$ cat src/design/nonpenetration_motion_filter_core_macros.svh
// Assertion macros used by the filter top level.
`ifndef NONPENETRATION_MOTION_FILTER_CORE_MACROS_SVH
`define NONPENETRATION_MOTION_FILTER_CORE_MACROS_SVH

// Check that cons holds in the same cycle as ante.
`define NMF_ASSERT_SAME(label, clk, rst_n, ante, cons) \
  label: assert property (@(posedge clk) disable iff (!(rst_n)) (ante) |-> (cons)) \
    else $error("filter assertion failed (same cycle)");

// Check that cons holds in the cycle after ante.
`define NMF_ASSERT_NEXT(label, clk, rst_n, ante, cons) \
  label: assert property (@(posedge clk) disable iff (!(rst_n)) (ante) |=> (cons)) \
    else $error("filter assertion failed (next cycle)");

`endif

$ cat src/design/nmf_pkg.sv
// Types, constants and the operation sequence of the motion filter.
`timescale 1ns / 1ps
`default_nettype none

package nmf_pkg;

  localparam int NUM_SLOTS = 8;
  localparam logic [2:0] LAST_SLOT = 3'd7;
  localparam int OP_W = 7;
  localparam logic [OP_W-1:0] LAST_OP = 7'd65;

  typedef enum logic [2:0] {
    ST_IDLE,
    ST_DIFF,
    ST_EDGE,
    ST_MAC,
    ST_DRAIN,
    ST_DONE
  } state_t;

  // edge vectors used as left cross operand
  typedef enum logic [1:0] {AR_E10, AR_E11, AR_F1} areg_t;
  // edge and offset vectors used as right operand
  typedef enum logic [2:0] {BR_E20, BR_E21, BR_F2, BR_P0, BR_P1} breg_t;
  // wide normal registers
  typedef enum logic [1:0] {WR_N0, WR_N1, WR_K} wreg_t;
  // sign terms
  typedef enum logic [1:0] {SG_A, SG_B, SG_P, SG_Q} sgn_t;
  // where a finished sum goes
  typedef enum logic [1:0] {DST_NONE, DST_WIDE, DST_SIGN} dst_t;

  typedef struct packed {
    logic       vld;
    logic       clr;
    logic       neg;
    logic       hi;
  } mac_ctl_t;

  typedef struct packed {
    logic       clr;
    logic       neg;
    logic       dot;
    logic       hi;
    areg_t      asel;
    logic [1:0] acomp;
    wreg_t      wsel;
    breg_t      bsel;
    logic [1:0] bcomp;
    dst_t       dst;
    wreg_t      dwide;
    sgn_t       dsign;
    logic [1:0] dcomp;
  } mop_t;

  function automatic logic [1:0] next3(logic [1:0] c);
    logic [1:0] r;
    unique case (c)
      2'd0:    r = 2'd1;
      2'd1:    r = 2'd2;
      default: r = 2'd0;
    endcase
    return r;
  endfunction

  function automatic logic [1:0] prev3(logic [1:0] c);
    logic [1:0] r;
    unique case (c)
      2'd0:    r = 2'd2;
      2'd1:    r = 2'd0;
      default: r = 2'd1;
    endcase
    return r;
  endfunction

  // One product of a cross product component: term 0 is u[c+1]*v[c+2], term 1 is
  // u[c+2]*v[c+1] and is subtracted; sub flips the sign for the motion normal.
  function automatic mop_t xop(areg_t a, breg_t b, logic [1:0] c, logic t, logic sub,
                               logic first, logic fin, wreg_t dw);
    mop_t r;
    r       = '0;
    r.clr   = first;
    r.neg   = t ^ sub;
    r.dot   = 1'b0;
    r.asel  = a;
    r.acomp = t ? prev3(c) : next3(c);
    r.bsel  = b;
    r.bcomp = t ? next3(c) : prev3(c);
    r.dst   = fin ? DST_WIDE : DST_NONE;
    r.dwide = dw;
    r.dcomp = c;
    return r;
  endfunction

  // One half of a wide-by-narrow dot product term.
  function automatic mop_t dop(wreg_t w, breg_t b, logic [1:0] c, logic hi,
                               logic first, logic fin, sgn_t s);
    mop_t r;
    r       = '0;
    r.clr   = first;
    r.dot   = 1'b1;
    r.hi    = hi;
    r.wsel  = w;
    r.bsel  = b;
    r.bcomp = c;
    r.dst   = fin ? DST_SIGN : DST_NONE;
    r.dsign = s;
    return r;
  endfunction

  // Operation sequence: n0, n1, k = n0 + n1 - f1 x f2, then A, B, P, Q.
  function automatic mop_t mop_at(logic [OP_W-1:0] i);
    mop_t r;
    unique case (i)
      // n0 = e10 x e20
      7'd0:  r = xop(AR_E10, BR_E20, 2'd0, 1'b0, 1'b0, 1'b1, 1'b0, WR_N0);
      7'd1:  r = xop(AR_E10, BR_E20, 2'd0, 1'b1, 1'b0, 1'b0, 1'b1, WR_N0);
      7'd2:  r = xop(AR_E10, BR_E20, 2'd1, 1'b0, 1'b0, 1'b1, 1'b0, WR_N0);
      7'd3:  r = xop(AR_E10, BR_E20, 2'd1, 1'b1, 1'b0, 1'b0, 1'b1, WR_N0);
      7'd4:  r = xop(AR_E10, BR_E20, 2'd2, 1'b0, 1'b0, 1'b1, 1'b0, WR_N0);
      7'd5:  r = xop(AR_E10, BR_E20, 2'd2, 1'b1, 1'b0, 1'b0, 1'b1, WR_N0);
      // n1 = e11 x e21
      7'd6:  r = xop(AR_E11, BR_E21, 2'd0, 1'b0, 1'b0, 1'b1, 1'b0, WR_N1);
      7'd7:  r = xop(AR_E11, BR_E21, 2'd0, 1'b1, 1'b0, 1'b0, 1'b1, WR_N1);
      7'd8:  r = xop(AR_E11, BR_E21, 2'd1, 1'b0, 1'b0, 1'b1, 1'b0, WR_N1);
      7'd9:  r = xop(AR_E11, BR_E21, 2'd1, 1'b1, 1'b0, 1'b0, 1'b1, WR_N1);
      7'd10: r = xop(AR_E11, BR_E21, 2'd2, 1'b0, 1'b0, 1'b1, 1'b0, WR_N1);
      7'd11: r = xop(AR_E11, BR_E21, 2'd2, 1'b1, 1'b0, 1'b0, 1'b1, WR_N1);
      // k = n0 + n1 - f1 x f2
      7'd12: r = xop(AR_E10, BR_E20, 2'd0, 1'b0, 1'b0, 1'b1, 1'b0, WR_K);
      7'd13: r = xop(AR_E10, BR_E20, 2'd0, 1'b1, 1'b0, 1'b0, 1'b0, WR_K);
      7'd14: r = xop(AR_E11, BR_E21, 2'd0, 1'b0, 1'b0, 1'b0, 1'b0, WR_K);
      7'd15: r = xop(AR_E11, BR_E21, 2'd0, 1'b1, 1'b0, 1'b0, 1'b0, WR_K);
      7'd16: r = xop(AR_F1,  BR_F2,  2'd0, 1'b0, 1'b1, 1'b0, 1'b0, WR_K);
      7'd17: r = xop(AR_F1,  BR_F2,  2'd0, 1'b1, 1'b1, 1'b0, 1'b1, WR_K);
      7'd18: r = xop(AR_E10, BR_E20, 2'd1, 1'b0, 1'b0, 1'b1, 1'b0, WR_K);
      7'd19: r = xop(AR_E10, BR_E20, 2'd1, 1'b1, 1'b0, 1'b0, 1'b0, WR_K);
      7'd20: r = xop(AR_E11, BR_E21, 2'd1, 1'b0, 1'b0, 1'b0, 1'b0, WR_K);
      7'd21: r = xop(AR_E11, BR_E21, 2'd1, 1'b1, 1'b0, 1'b0, 1'b0, WR_K);
      7'd22: r = xop(AR_F1,  BR_F2,  2'd1, 1'b0, 1'b1, 1'b0, 1'b0, WR_K);
      7'd23: r = xop(AR_F1,  BR_F2,  2'd1, 1'b1, 1'b1, 1'b0, 1'b1, WR_K);
      7'd24: r = xop(AR_E10, BR_E20, 2'd2, 1'b0, 1'b0, 1'b1, 1'b0, WR_K);
      7'd25: r = xop(AR_E10, BR_E20, 2'd2, 1'b1, 1'b0, 1'b0, 1'b0, WR_K);
      7'd26: r = xop(AR_E11, BR_E21, 2'd2, 1'b0, 1'b0, 1'b0, 1'b0, WR_K);
      7'd27: r = xop(AR_E11, BR_E21, 2'd2, 1'b1, 1'b0, 1'b0, 1'b0, WR_K);
      7'd28: r = xop(AR_F1,  BR_F2,  2'd2, 1'b0, 1'b1, 1'b0, 1'b0, WR_K);
      7'd29: r = xop(AR_F1,  BR_F2,  2'd2, 1'b1, 1'b1, 1'b0, 1'b1, WR_K);
      // A = n0 . p0
      7'd30: r = dop(WR_N0, BR_P0, 2'd0, 1'b1, 1'b1, 1'b0, SG_A);
      7'd31: r = dop(WR_N0, BR_P0, 2'd0, 1'b0, 1'b0, 1'b0, SG_A);
      7'd32: r = dop(WR_N0, BR_P0, 2'd1, 1'b1, 1'b0, 1'b0, SG_A);
      7'd33: r = dop(WR_N0, BR_P0, 2'd1, 1'b0, 1'b0, 1'b0, SG_A);
      7'd34: r = dop(WR_N0, BR_P0, 2'd2, 1'b1, 1'b0, 1'b0, SG_A);
      7'd35: r = dop(WR_N0, BR_P0, 2'd2, 1'b0, 1'b0, 1'b1, SG_A);
      // B = n1 . p1
      7'd36: r = dop(WR_N1, BR_P1, 2'd0, 1'b1, 1'b1, 1'b0, SG_B);
      7'd37: r = dop(WR_N1, BR_P1, 2'd0, 1'b0, 1'b0, 1'b0, SG_B);
      7'd38: r = dop(WR_N1, BR_P1, 2'd1, 1'b1, 1'b0, 1'b0, SG_B);
      7'd39: r = dop(WR_N1, BR_P1, 2'd1, 1'b0, 1'b0, 1'b0, SG_B);
      7'd40: r = dop(WR_N1, BR_P1, 2'd2, 1'b1, 1'b0, 1'b0, SG_B);
      7'd41: r = dop(WR_N1, BR_P1, 2'd2, 1'b0, 1'b0, 1'b1, SG_B);
      // P = k . p0 + n0 . p1
      7'd42: r = dop(WR_K,  BR_P0, 2'd0, 1'b1, 1'b1, 1'b0, SG_P);
      7'd43: r = dop(WR_K,  BR_P0, 2'd0, 1'b0, 1'b0, 1'b0, SG_P);
      7'd44: r = dop(WR_K,  BR_P0, 2'd1, 1'b1, 1'b0, 1'b0, SG_P);
      7'd45: r = dop(WR_K,  BR_P0, 2'd1, 1'b0, 1'b0, 1'b0, SG_P);
      7'd46: r = dop(WR_K,  BR_P0, 2'd2, 1'b1, 1'b0, 1'b0, SG_P);
      7'd47: r = dop(WR_K,  BR_P0, 2'd2, 1'b0, 1'b0, 1'b0, SG_P);
      7'd48: r = dop(WR_N0, BR_P1, 2'd0, 1'b1, 1'b0, 1'b0, SG_P);
      7'd49: r = dop(WR_N0, BR_P1, 2'd0, 1'b0, 1'b0, 1'b0, SG_P);
      7'd50: r = dop(WR_N0, BR_P1, 2'd1, 1'b1, 1'b0, 1'b0, SG_P);
      7'd51: r = dop(WR_N0, BR_P1, 2'd1, 1'b0, 1'b0, 1'b0, SG_P);
      7'd52: r = dop(WR_N0, BR_P1, 2'd2, 1'b1, 1'b0, 1'b0, SG_P);
      7'd53: r = dop(WR_N0, BR_P1, 2'd2, 1'b0, 1'b0, 1'b1, SG_P);
      // Q = k . p1 + n1 . p0
      7'd54: r = dop(WR_K,  BR_P1, 2'd0, 1'b1, 1'b1, 1'b0, SG_Q);
      7'd55: r = dop(WR_K,  BR_P1, 2'd0, 1'b0, 1'b0, 1'b0, SG_Q);
      7'd56: r = dop(WR_K,  BR_P1, 2'd1, 1'b1, 1'b0, 1'b0, SG_Q);
      7'd57: r = dop(WR_K,  BR_P1, 2'd1, 1'b0, 1'b0, 1'b0, SG_Q);
      7'd58: r = dop(WR_K,  BR_P1, 2'd2, 1'b1, 1'b0, 1'b0, SG_Q);
      7'd59: r = dop(WR_K,  BR_P1, 2'd2, 1'b0, 1'b0, 1'b0, SG_Q);
      7'd60: r = dop(WR_N1, BR_P0, 2'd0, 1'b1, 1'b0, 1'b0, SG_Q);
      7'd61: r = dop(WR_N1, BR_P0, 2'd0, 1'b0, 1'b0, 1'b0, SG_Q);
      7'd62: r = dop(WR_N1, BR_P0, 2'd1, 1'b1, 1'b0, 1'b0, SG_Q);
      7'd63: r = dop(WR_N1, BR_P0, 2'd1, 1'b0, 1'b0, 1'b0, SG_Q);
      7'd64: r = dop(WR_N1, BR_P0, 2'd2, 1'b1, 1'b0, 1'b0, SG_Q);
      7'd65: r = dop(WR_N1, BR_P0, 2'd2, 1'b0, 1'b0, 1'b1, SG_Q);
      default: r = '0;
    endcase
    return r;
  endfunction

endpackage

`default_nettype wire

$ cat src/design/nmf_mac.sv
// Shared multiply-accumulate unit: registered product, shifted for the high half, then added or subtracted.
`timescale 1ns / 1ps
`default_nettype none

module nmf_mac
  import nmf_pkg::*;
#(
  parameter int MW    = 20,
  parameter int SHIFT = 19,
  parameter int ACC_W = 60
) (
  input  wire logic                    clk,
  input  wire logic                    rst_n,
  input  wire mac_ctl_t                ctl,
  input  wire logic signed [MW-1:0]    op_a,
  input  wire logic signed [MW-1:0]    op_b,
  output logic signed [ACC_W-1:0]      sum,
  output logic                         sum_vld
);

  localparam int PW = 2 * MW;

  logic signed [PW-1:0]    prod_r;
  mac_ctl_t                ctl_r;
  logic signed [ACC_W-1:0] acc_r;
  logic signed [ACC_W-1:0] ext;
  logic signed [ACC_W-1:0] term;
  logic signed [ACC_W-1:0] base;

  // Register the product and its control.
  always_ff @(posedge clk) begin
    prod_r <= PW'(op_a) * PW'(op_b);
  end

  always_ff @(posedge clk) begin
    if (!rst_n) begin
      ctl_r <= '0;
    end else begin
      ctl_r <= ctl;
    end
  end

  // Align the product to its half and fold it into the running sum.
  always_comb begin
    ext  = ACC_W'(prod_r);
    term = ctl_r.hi ? (ext <<< SHIFT) : ext;
    base = ctl_r.clr ? '0 : acc_r;
    sum  = ctl_r.neg ? (base - term) : (base + term);
  end

  assign sum_vld = ctl_r.vld;

  // Hold the sum between beats of the sequence.
  always_ff @(posedge clk) begin
    if (ctl_r.vld) begin
      acc_r <= sum;
    end
  end

endmodule

`default_nettype wire

$ cat src/design/nonpenetration_motion_filter_core.sv
// Top level of the non-penetration motion filter: point store, sequencer and datapath.
// Beats for slots 0..6 only store a point; a slot 7 beat starts the sequence and raises
//   out_strobe once the result is ready, and busy drops the cycle after that.
// Busy holds after a slot 7 beat through 8 differences, 1 edge step, 66 shared
//   multiply-accumulate passes, 1 drain and 1 result; no beat is accepted while busy.
// Reset (synchronous, active low) clears the sequencer and marks all stored points zero.
`timescale 1ns / 1ps
`default_nettype none
`include "nonpenetration_motion_filter_core_macros.svh"

module nonpenetration_motion_filter_core
  import nmf_pkg::*;
#(
  parameter int COORD_BITS = 16
) (
  input  wire logic                         clk,
  input  wire logic                         rst_n,
  input  wire logic                         start,
  output logic                              busy,
  input  wire logic [2:0]                   in_point_slot,
  input  wire logic signed [COORD_BITS-1:0] in_coord_x,
  input  wire logic signed [COORD_BITS-1:0] in_coord_y,
  input  wire logic signed [COORD_BITS-1:0] in_coord_z,
  output logic                              out_strobe,
  output logic                              out_may_collide
);

  localparam int W     = COORD_BITS;
  localparam int DW    = W + 2;          // edge, offset and motion edge width
  localparam int NW    = 2 * W + 6;      // normal width
  localparam int LW    = W + 3;          // low part of a split normal
  localparam int MW    = W + 4;          // multiplier operand width
  localparam int ACC_W = 3 * W + 12;     // sum width

  state_t            state_r, state_nxt;
  logic [OP_W-1:0]   cnt_r, cnt_nxt;
  logic              acc_in;

  // point store
  logic signed [W-1:0] px_r [NUM_SLOTS];
  logic signed [W-1:0] py_r [NUM_SLOTS];
  logic signed [W-1:0] pz_r [NUM_SLOTS];
  logic [NUM_SLOTS-1:0] pvld_r;
  logic [2:0]           rd_slot;
  logic signed [W-1:0]  rd_p [3];
  logic signed [W-1:0]  base_r [3];
  logic signed [DW-1:0] dif [3];

  // edge and offset vectors
  logic signed [DW-1:0] e10_r [3];
  logic signed [DW-1:0] e11_r [3];
  logic signed [DW-1:0] f1_r  [3];
  logic signed [DW-1:0] e20_r [3];
  logic signed [DW-1:0] e21_r [3];
  logic signed [DW-1:0] f2_r  [3];
  logic signed [DW-1:0] p0_r  [3];
  logic signed [DW-1:0] p1_r  [3];

  // normals
  logic signed [NW-1:0] n0_r [3];
  logic signed [NW-1:0] n1_r [3];
  logic signed [NW-1:0] k_r  [3];

  // operation issue and result
  mop_t                    op;
  mop_t                    op_d_r;
  mac_ctl_t                mctl;
  logic signed [DW-1:0]    a_v [3];
  logic signed [DW-1:0]    b_v [3];
  logic signed [NW-1:0]    w_v [3];
  logic signed [DW-1:0]    a_n;
  logic signed [DW-1:0]    b_n;
  logic signed [NW-1:0]    w_c;
  logic signed [MW-1:0]    op_a;
  logic signed [MW-1:0]    op_b;
  logic signed [ACC_W-1:0] sum;
  logic                    sum_vld;
  logic [3:0]              pos_r;
  logic [3:0]              neg_r;

  assign busy   = (state_r != ST_IDLE);
  assign acc_in = start && !busy;

  // Store each accepted point and mark its slot written.
  always_ff @(posedge clk) begin
    if (acc_in) begin
      px_r[in_point_slot] <= in_coord_x;
      py_r[in_point_slot] <= in_coord_y;
      pz_r[in_point_slot] <= in_coord_z;
    end
  end

  always_ff @(posedge clk) begin
    if (!rst_n) begin
      pvld_r <= '0;
    end else if (acc_in) begin
      pvld_r[in_point_slot] <= 1'b1;
    end
  end

  // Read one slot a cycle; an unwritten slot reads as zero.
  always_comb begin
    rd_slot = cnt_r[2:0];
    rd_p[0] = pvld_r[rd_slot] ? px_r[rd_slot] : '0;
    rd_p[1] = pvld_r[rd_slot] ? py_r[rd_slot] : '0;
    rd_p[2] = pvld_r[rd_slot] ? pz_r[rd_slot] : '0;
    for (int j = 0; j < 3; j++) begin
      dif[j] = DW'(rd_p[j]) - DW'(base_r[j]);
    end
  end

  // Form edges and offsets against the held a point, then the motion edges.
  always_ff @(posedge clk) begin
    if (state_r == ST_DIFF) begin
      unique case (rd_slot)
        3'd0, 3'd4: base_r <= rd_p;
        3'd1:       e10_r  <= dif;
        3'd2:       e20_r  <= dif;
        3'd3:       p0_r   <= dif;
        3'd5:       e11_r  <= dif;
        3'd6:       e21_r  <= dif;
        default:    p1_r   <= dif;
      endcase
    end else if (state_r == ST_EDGE) begin
      for (int j = 0; j < 3; j++) begin
        f1_r[j] <= e11_r[j] - e10_r[j];
        f2_r[j] <= e21_r[j] - e20_r[j];
      end
    end
  end

  // Sequencer state.
  always_ff @(posedge clk) begin
    if (!rst_n) begin
      state_r <= ST_IDLE;
      cnt_r   <= '0;
    end else begin
      state_r <= state_nxt;
      cnt_r   <= cnt_nxt;
    end
  end

  always_comb begin
    state_nxt = state_r;
    cnt_nxt   = cnt_r;
    unique case (state_r)
      ST_IDLE: begin
        cnt_nxt = '0;
        if (acc_in && (in_point_slot == LAST_SLOT)) begin
          state_nxt = ST_DIFF;
        end
      end
      ST_DIFF: begin
        if (cnt_r[2:0] == 3'd7) begin
          state_nxt = ST_EDGE;
          cnt_nxt   = '0;
        end else begin
          cnt_nxt = cnt_r + 1'b1;
        end
      end
      ST_EDGE: begin
        state_nxt = ST_MAC;
        cnt_nxt   = '0;
      end
      ST_MAC: begin
        if (cnt_r == LAST_OP) begin
          state_nxt = ST_DRAIN;
        end else begin
          cnt_nxt = cnt_r + 1'b1;
        end
      end
      ST_DRAIN: state_nxt = ST_DONE;
      ST_DONE:  state_nxt = ST_IDLE;
      default:  state_nxt = ST_IDLE;
    endcase
  end

  // Decode the current operation and steer its operands.
  always_comb begin
    op = mop_at(cnt_r);

    unique case (op.asel)
      AR_E10:  a_v = e10_r;
      AR_E11:  a_v = e11_r;
      default: a_v = f1_r;
    endcase
    unique case (op.bsel)
      BR_E20:  b_v = e20_r;
      BR_E21:  b_v = e21_r;
      BR_F2:   b_v = f2_r;
      BR_P0:   b_v = p0_r;
      default: b_v = p1_r;
    endcase
    unique case (op.wsel)
      WR_N0:   w_v = n0_r;
      WR_N1:   w_v = n1_r;
      default: w_v = k_r;
    endcase

    unique case (op.acomp)
      2'd0:    a_n = a_v[0];
      2'd1:    a_n = a_v[1];
      default: a_n = a_v[2];
    endcase
    unique case (op.bcomp)
      2'd0: begin
        b_n = b_v[0];
        w_c = w_v[0];
      end
      2'd1: begin
        b_n = b_v[1];
        w_c = w_v[1];
      end
      default: begin
        b_n = b_v[2];
        w_c = w_v[2];
      end
    endcase

    // split a normal into a signed upper part and an unsigned lower part
    if (op.dot) begin
      op_a = op.hi ? MW'($signed(w_c[NW-1:LW])) : MW'($signed({1'b0, w_c[LW-1:0]}));
    end else begin
      op_a = MW'(a_n);
    end
    op_b = MW'(b_n);

    mctl.vld = (state_r == ST_MAC);
    mctl.clr = op.clr;
    mctl.neg = op.neg;
    mctl.hi  = op.dot && op.hi;
  end

  nmf_mac #(
    .MW    (MW),
    .SHIFT (LW),
    .ACC_W (ACC_W)
  ) u_mac (
    .clk     (clk),
    .rst_n   (rst_n),
    .ctl     (mctl),
    .op_a    (op_a),
    .op_b    (op_b),
    .sum     (sum),
    .sum_vld (sum_vld)
  );

  // Track the destination of the operation now in the accumulate stage.
  always_ff @(posedge clk) begin
    op_d_r <= op;
  end

  // Write finished normals.
  always_ff @(posedge clk) begin
    if (sum_vld && (op_d_r.dst == DST_WIDE)) begin
      for (int j = 0; j < 3; j++) begin
        if (op_d_r.dcomp == 2'(j)) begin
          unique case (op_d_r.dwide)
            WR_N0:   n0_r[j] <= NW'(sum);
            WR_N1:   n1_r[j] <= NW'(sum);
            default: k_r[j]  <= NW'(sum);
          endcase
        end
      end
    end
  end

  // Capture the sign of each finished term.
  always_ff @(posedge clk) begin
    if (sum_vld && (op_d_r.dst == DST_SIGN)) begin
      neg_r[op_d_r.dsign] <= sum[ACC_W-1];
      pos_r[op_d_r.dsign] <= !sum[ACC_W-1] && (sum != '0);
    end
  end

  // Present the result beat.
  assign out_strobe      = (state_r == ST_DONE);
  assign out_may_collide = !((&pos_r) || (&neg_r));

  `NMF_ASSERT_NEXT(a_short_load, clk, rst_n, acc_in && (in_point_slot != LAST_SLOT), !busy)
  `NMF_ASSERT_NEXT(a_last_load, clk, rst_n, acc_in && (in_point_slot == LAST_SLOT), busy && !out_strobe)
  `NMF_ASSERT_NEXT(a_one_result, clk, rst_n, out_strobe, !out_strobe && !busy)
  `NMF_ASSERT_SAME(a_sum_window, clk, rst_n, sum_vld, (state_r == ST_MAC) || (state_r == ST_DRAIN))

endmodule

`default_nettype wire
$ cat config.mk
export PLATFORM = sky130hd
export DESIGN_NAME = nonpenetration_motion_filter_core
export DESIGN_NICKNAME = d
export VERILOG_FILES = /design/src/design/nmf_pkg.sv /design/src/design/nmf_mac.sv /design/src/design/nonpenetration_motion_filter_core.sv
export VERILOG_INCLUDE_DIRS = /design/src /design/src/design
export SDC_FILE = /design/constraint.sdc
export NUM_CORES = 2
export LEC_CHECK = 0
export BUFFER_PORTS_ARGS = -buffer_cell sky130_fd_sc_hd__buf_2
export CORE_AREA = 2 2 369 371
export DETAILED_ROUTE_END_ITERATION = 10
export DIE_AREA = 0 0 371 373
export HOLD_SLACK_MARGIN = 0.12
export PLACE_DENSITY = 0.78
export SYNTH_ARGS = -nofsm -noshare
export SYNTH_HDL_FRONTEND = slang
export SYNTH_HIERARCHICAL = 1
export SYNTH_SLANG_ARGS = --single-unit
$ cat constraint.sdc
create_clock -name clk -period 17.3 [get_ports clk]
set_clock_uncertainty 0.05 [all_clocks]
set_input_delay 3.46 -clock clk [delete_from_list [all_inputs] [get_ports clk]]
set_output_delay 3.46 -clock clk [all_outputs]
set_load 0.03 [all_outputs]
* After elaboration in Yosys (flattened, before gate mapping)
Memory sizes are Yosys's and may differ from the RTL's. A register that Yosys moved wholly into a read port is not among the register bits. Cells that the tools add are included.
Word-level totals: RAM bits 384, logic and storage cells 195, flip-flop bits (word level) 958, bits in read-only memories 2944, memories kept 4, output and inout port bits 3, bits of input ports 54
Memory list:
- (name not given) | depth 128, width 23, rd ports 1, clocked after Yosys merged registers in 1, write ports 0, line nmf_pkg.sv:113 | unique case (i)
- px_r | depth 8, width 16, rd ports 1, clocked after Yosys merged registers in 1, write ports 1, line nonpenetration_motion_filter_core.sv:40 | logic signed [W-1:0] px_r [NUM_SLOTS];
- py_r | depth 8, width 16, rd ports 1, clocked after Yosys merged registers in 1, write ports 1, line nonpenetration_motion_filter_core.sv:41 | logic signed [W-1:0] py_r [NUM_SLOTS];
- pz_r | depth 8, width 16, rd ports 1, clocked after Yosys merged registers in 1, write ports 1, line nonpenetration_motion_filter_core.sv:42 | logic signed [W-1:0] pz_r [NUM_SLOTS];
Cells by class: reductions and logical operators 49, $add $sub $neg 12, multipliers 1, bitwise logic cells 4, eq/ne operators 30, multiplexer cells 39, magnitude comparators 5
Operator list (number):
- case mux 114 bit (2 select lines) | 1
- case mux 54 bit (4 select lines) | 1
- 2-to-1 mux 60 bit | 2
- case mux 54 bit (2 select lines) | 1
- subtractor 18 bit | 6
- case mux 38 bit (2 select lines) | 1
- case mux 18 bit (2 select lines) | 2
- adder 60 x 57 -> 60 bit | 1
- nonzero test 60 bit | 1
- subtractor 60 x 57 -> 60 bit | 1
- 2-to-1 mux 56 bit | 1
- subtractor 16 x 16 -> 17 bit | 3
- 2-to-1 mux 16 bit | 3
- 2-to-1 mux 20 bit | 2
- multiplier 20 x 18 -> 38 bit | 1
- AND reduction 3 bit | 10
- 2-to-1 mux 7 bit | 4
- 2-to-1 mux 3 bit | 9
- == test 3 bit, second input constant | 7
- case mux 7 bit (3 select lines) | 1
- == test 3 x 2 -> 1 bit, second input constant | 6
- AND reduction 2 bit | 9
- case mux 3 bit (5 select lines) | 1
- == test 2 x 1 -> 1 bit, second input constant | 7
- other kinds (26) | 59

* Depth between registers and ports, before layout
depth in word-level cells 6, depth in mapped cells 37, mapped depth without buffers 33

* Hierarchy
The synthesis kept the hierarchy.
By module, submodules not included:
- nonpenetration_motion_filter_core | area an instance 56040.0 sq um, seq. area each 36955.4 sq um, cells an instance 3816, instances 1
- nmf_mac | area an instance 23927.9 sq um, seq. area each 2682.6 sq um, cells an instance 2740, instances 1

* Worst setup path after synthesis
Ideal clock, no wire load.
path type reg2reg, start register, netlist name op[10], end register, netlist name u_mac/prod_r[38], clock period less this slack 8.692 ns, stages on the path, launching flop included 33, data required time 17.186 ns, arrival time 8.579 ns, buffers on the path 4, setup slack 8.608 ns, library setup time 0.064 ns, cell sequence dfxtp_1 buf_2 buf_2 buf_2 mux2i_1 o211ai_1 o21ai_0 nand2_1 nand2_1 o221ai_1 inv_1 clkbuf_1 nor2_1 fa_1 fa_1 fa_1 fa_1 fa_1 fa_1 inv_1 fa_1 inv_1 ha_1 a2111o_1 o21bai_1 a31o_1 a221oi_2 o21ai_1 a31o_4 a41oi_2 a21boi_2 or4_1 nand4_1
Between the ends: longest elaborated chain between the ends 4, elaborated cells between the ends (all ways) 7, those cells by class mul: 1; eq/ne: 3; mux: 2; reduce/logical: 1
RTL lines:
- == test 3 x 2 -> 1 bit, or another cell as far along | line nonpenetration_motion_filter_core.sv:187 | unique case (op.bsel)
- case mux 54 bit (4 select lines) (*) | line nonpenetration_motion_filter_core.sv:187
- case mux 18 bit (2 select lines) (*) | line nonpenetration_motion_filter_core.sv:205 | unique case (op.bcomp)
- via b_n[17] | line nonpenetration_motion_filter_core.sv:72 | logic signed [DW-1:0] b_n;
- multiplier 20 x 18 -> 38 bit (*) | line nmf_mac.sv:32 | prod_r <= PW'(op_a) * PW'(op_b);
The timed path passes the listed nets; every way through them passes the cells marked *. A chain may end at the register's enable or synchronous reset.

* Final worst setup path
start register, netlist name op[13], end register, netlist name u_mac/prod_r[39]
Between the ends: longest elaborated chain between the ends 6, elaborated cells between the ends (all ways) 7, those cells by class mul: 1; eq/ne: 1; mux: 4; reduce/logical: 1
RTL lines:
- == test 2 x 1 -> 1 bit / logical NOT 2 bit (equally long branches) | line nonpenetration_motion_filter_core.sv:194 | unique case (op.wsel)
- case mux 114 bit (2 select lines) (*) | line nonpenetration_motion_filter_core.sv:194
- case mux 38 bit (2 select lines) (*) | line nonpenetration_motion_filter_core.sv:205
- 2-to-1 mux 20 bit (*) | line nonpenetration_motion_filter_core.sv:222 | op_a = op.hi ? MW'($signed(w_c[NW-1:LW])) : MW'($signed({1'b0, w_c[LW-1:0]}));
- 2-to-1 mux 20 bit (*) | line nonpenetration_motion_filter_core.sv:221 | if (op.dot) begin
- via op_a[8] | line nonpenetration_motion_filter_core.sv:74 | logic signed [MW-1:0] op_a;
- multiplier 20 x 18 -> 38 bit (*) | line nmf_mac.sv:32
Marked as above.

==> impl_metrics.env <==
export IMPL_drt_initial_drc_count=4858
export IMPL_status="complete, no violations"
export IMPL_crit_family="adder cells"
export IMPL_synth_distinct_cells=98
export IMPL_clk_pin_slew_worst_paths_ns=0.06
export IMPL_grt_max_degree=97
export IMPL_synth_area_per_cell_um2=12.20
export IMPL_route_detailed_drc=0
export IMPL_initial_core_util_pct=59.40
export IMPL_fp_dieH_um=373
export IMPL_dp_hpwl_um=134000
export IMPL_vdd_drop_max_mv=0.2057
export IMPL_die_area_mm2=0.1384
export IMPL_yosysTopAreaCell="edfxtp_1"
export IMPL_dr_pass1_iters=6
export IMPL_worstPathArrival_ns=11.38
export IMPL_path_max_fanout=41
export IMPL_port_buffers=56
export IMPL_wl_um=197300
export IMPL_max_freq_mhz=92.52
export IMPL_vias=51960
export IMPL_synth_seq_cells=1352
export IMPL_cp_slowest_cell="buf_4"
export IMPL_maxCapViolCount=0
export IMPL_cts_resized_gates=0
export IMPL_synth_top_area_share_pct=47.16
export IMPL_synthesis_area_mm2=0.07997
export IMPL_avgViaCountPerCell=6.117
export IMPL_cts_setup_buffers=0
export IMPL_required_ns=17.87
export IMPL_whs_ns=0.2743
export IMPL_syn_inst=6556
export IMPL_crit_type="reg2reg"
export IMPL_cts_tree="built"
export IMPL_antenna_found_initial=6
export IMPL_cp_common_cell="fa_1"
export IMPL_die_x_um=371
export IMPL_ys_seq_area_share_pct=49.57
export IMPL_cts_hold_buf=0
export IMPL_grt_pass1_wl_um=304300
export IMPL_synthesis_nets=7373
export IMPL_max_stage_delay_ns=0.65
export IMPL_period_share_pct=62.47
export IMPL_end_kind="flop"
export IMPL_fin_util_pct=64.87
export IMPL_slew_viol_final=0
export IMPL_gp_congestion=0.9169
export IMPL_coreArea_mm2=0.1346
export IMPL_synth_edf_count=1256
export IMPL_fin_crit_ns=10.81
export IMPL_yosysMostFrequentCell="edfxtp_1"
export IMPL_grt_overflow_total=0
export IMPL_ctsHtreeMaxLevel=4
export IMPL_cts_sinks=1352
export IMPL_async_flop_share_pct=0
export IMPL_synth_commonest_cells="edfxtp_1, inv_1, nand2_1, nor2_1, fa_1"
export IMPL_max_clock_path_buffers=3
export IMPL_relSlewSlack_pct=16.24
export IMPL_yosys_warnings=6
export IMPL_synth_main_ff_cell="edfxtp_1"
export IMPL_hold_path_class="reg2reg"
export IMPL_fin_setup_tns_ns=0
export IMPL_numCtsBuffers=139
export IMPL_grt_pass1_vias=53220
export IMPL_drive_gt1_share_pct=10.12
export IMPL_rsz0062_at_grt="no"
export IMPL_nNetsFinal=7412
export IMPL_drtAntennaViolNets=0
export IMPL_setup_viol=0
export IMPL_cts_root_buf="clkbuf_16"
export IMPL_grtUsageTotal_pct=28.79
export IMPL_area_growth_syn_to_layout_pct=9.213
export IMPL_wl_per_cell_um=23.23
export IMPL_cp_num_buf_inv=9
export IMPL_critPathLaunchType="flop"
export IMPL_leakage_nw=33.54
export IMPL_core_rowCount=135
export IMPL_clk_latency_ns=0.82
export IMPL_pin_count=57
export IMPL_hold_violations=0
export IMPL_power_density_mw_per_mm2=138.0
export IMPL_worst_pin_slew_ns=1.248
export IMPL_ys_top_cells_by_area="edfxtp_1, fa_1, mux4_2, ha_1, inv_1"
## area by class of cell
type	instances	area, um2
antenna	3	7.507
inverter	777	2922
multi-input combinational	4157	36530
timing repair buffer	168	1121
sequential	1352	39680
tap	1781	2228
fill	9533	47290
clock inverter	79	1152
clock buffer	177	3702
## cell usage in the layout, fill, tap and decap left out, drive strengths merged, types with 44 or more instances in the layout
cell,count
mux4,199
nor3,93
nor2,436
fa,430
nor2b,111
nand2b,66
nand3,47
o21ai,236
and2,239
xnor2,163
inv,786
dfxtp,96
xor2,89
mux2i,210
edfxtp,1256
clkinv,48
o21a,60
a21o,75
ha,333
nand2,530
nor4,44
buf,168
clkbuf,177
a21oi,340
## flip-flops by register name, summed over array words and instances (netlist names), 54 cells and up, named ones only
name / cells
px_r: 128
py_r: 128
pz_r: 128
k_r: 114
n0_r: 114
n1_r: 114
u_mac/acc_r: 60
f1_r: 54
f2_r: 54
## metrics by stage
stage	instance area [um2]	instances	power, W	setup slack [ns]
after floorplan	79970	6556	0.007547	8.608
after global placement	82470	8235	0.008753	6.661
after detailed placement	82470	8235	0.008884	6.605
after CTS	87330	8491	0.01206	6.569
after global routing	87330	8491	0.01276	6.009
final	87340	8494	0.01205	6.492
## power breakdown
part | switching [W] | total [W] | internal, W
registers | 0.000112 | 0.00409 | 0.00398
logic | 0.00290 | 0.00480 | 0.00190
clock network | 0.00132 | 0.00317 | 0.00184
## layer usage
metal / part of all wire, % / vias to the layer above / GRT usage (%)
met5: 0.022 / - / 0
met4: 4.9 / 6 / 13.16
met3: 7.3 / 486 / 5.290
met2: 50 / 2266 / 49.50
met1: 38 / 25980 / 35.24
li1: - / 23220 / -
## logic make-up after synthesis
group | synth area share [%]
multiplexers | 8.294
AND/OR/NAND/NOR | 10.14
XOR/XNOR | 2.779
AO/OA/AOI/OAI | 8.233
adder cells (fa/ha/maj) | 15.97
buffers and inverters | 5.015
flip-flops | 49.57
## final timing paths
kind                             start               end  slack, ns  cells past startpoint
worst max-delay path            op[13]  u_mac/prod_r[39]       6.49                     35
worst max register to register  op[13]  u_mac/prod_r[39]       6.49                     35
worst min-delay path             op[3]         op_d_r[3]       0.27                      0
worst min register to register   op[3]         op_d_r[3]       0.27                      0
Note: power is estimated with default switching activity, not from simulation.
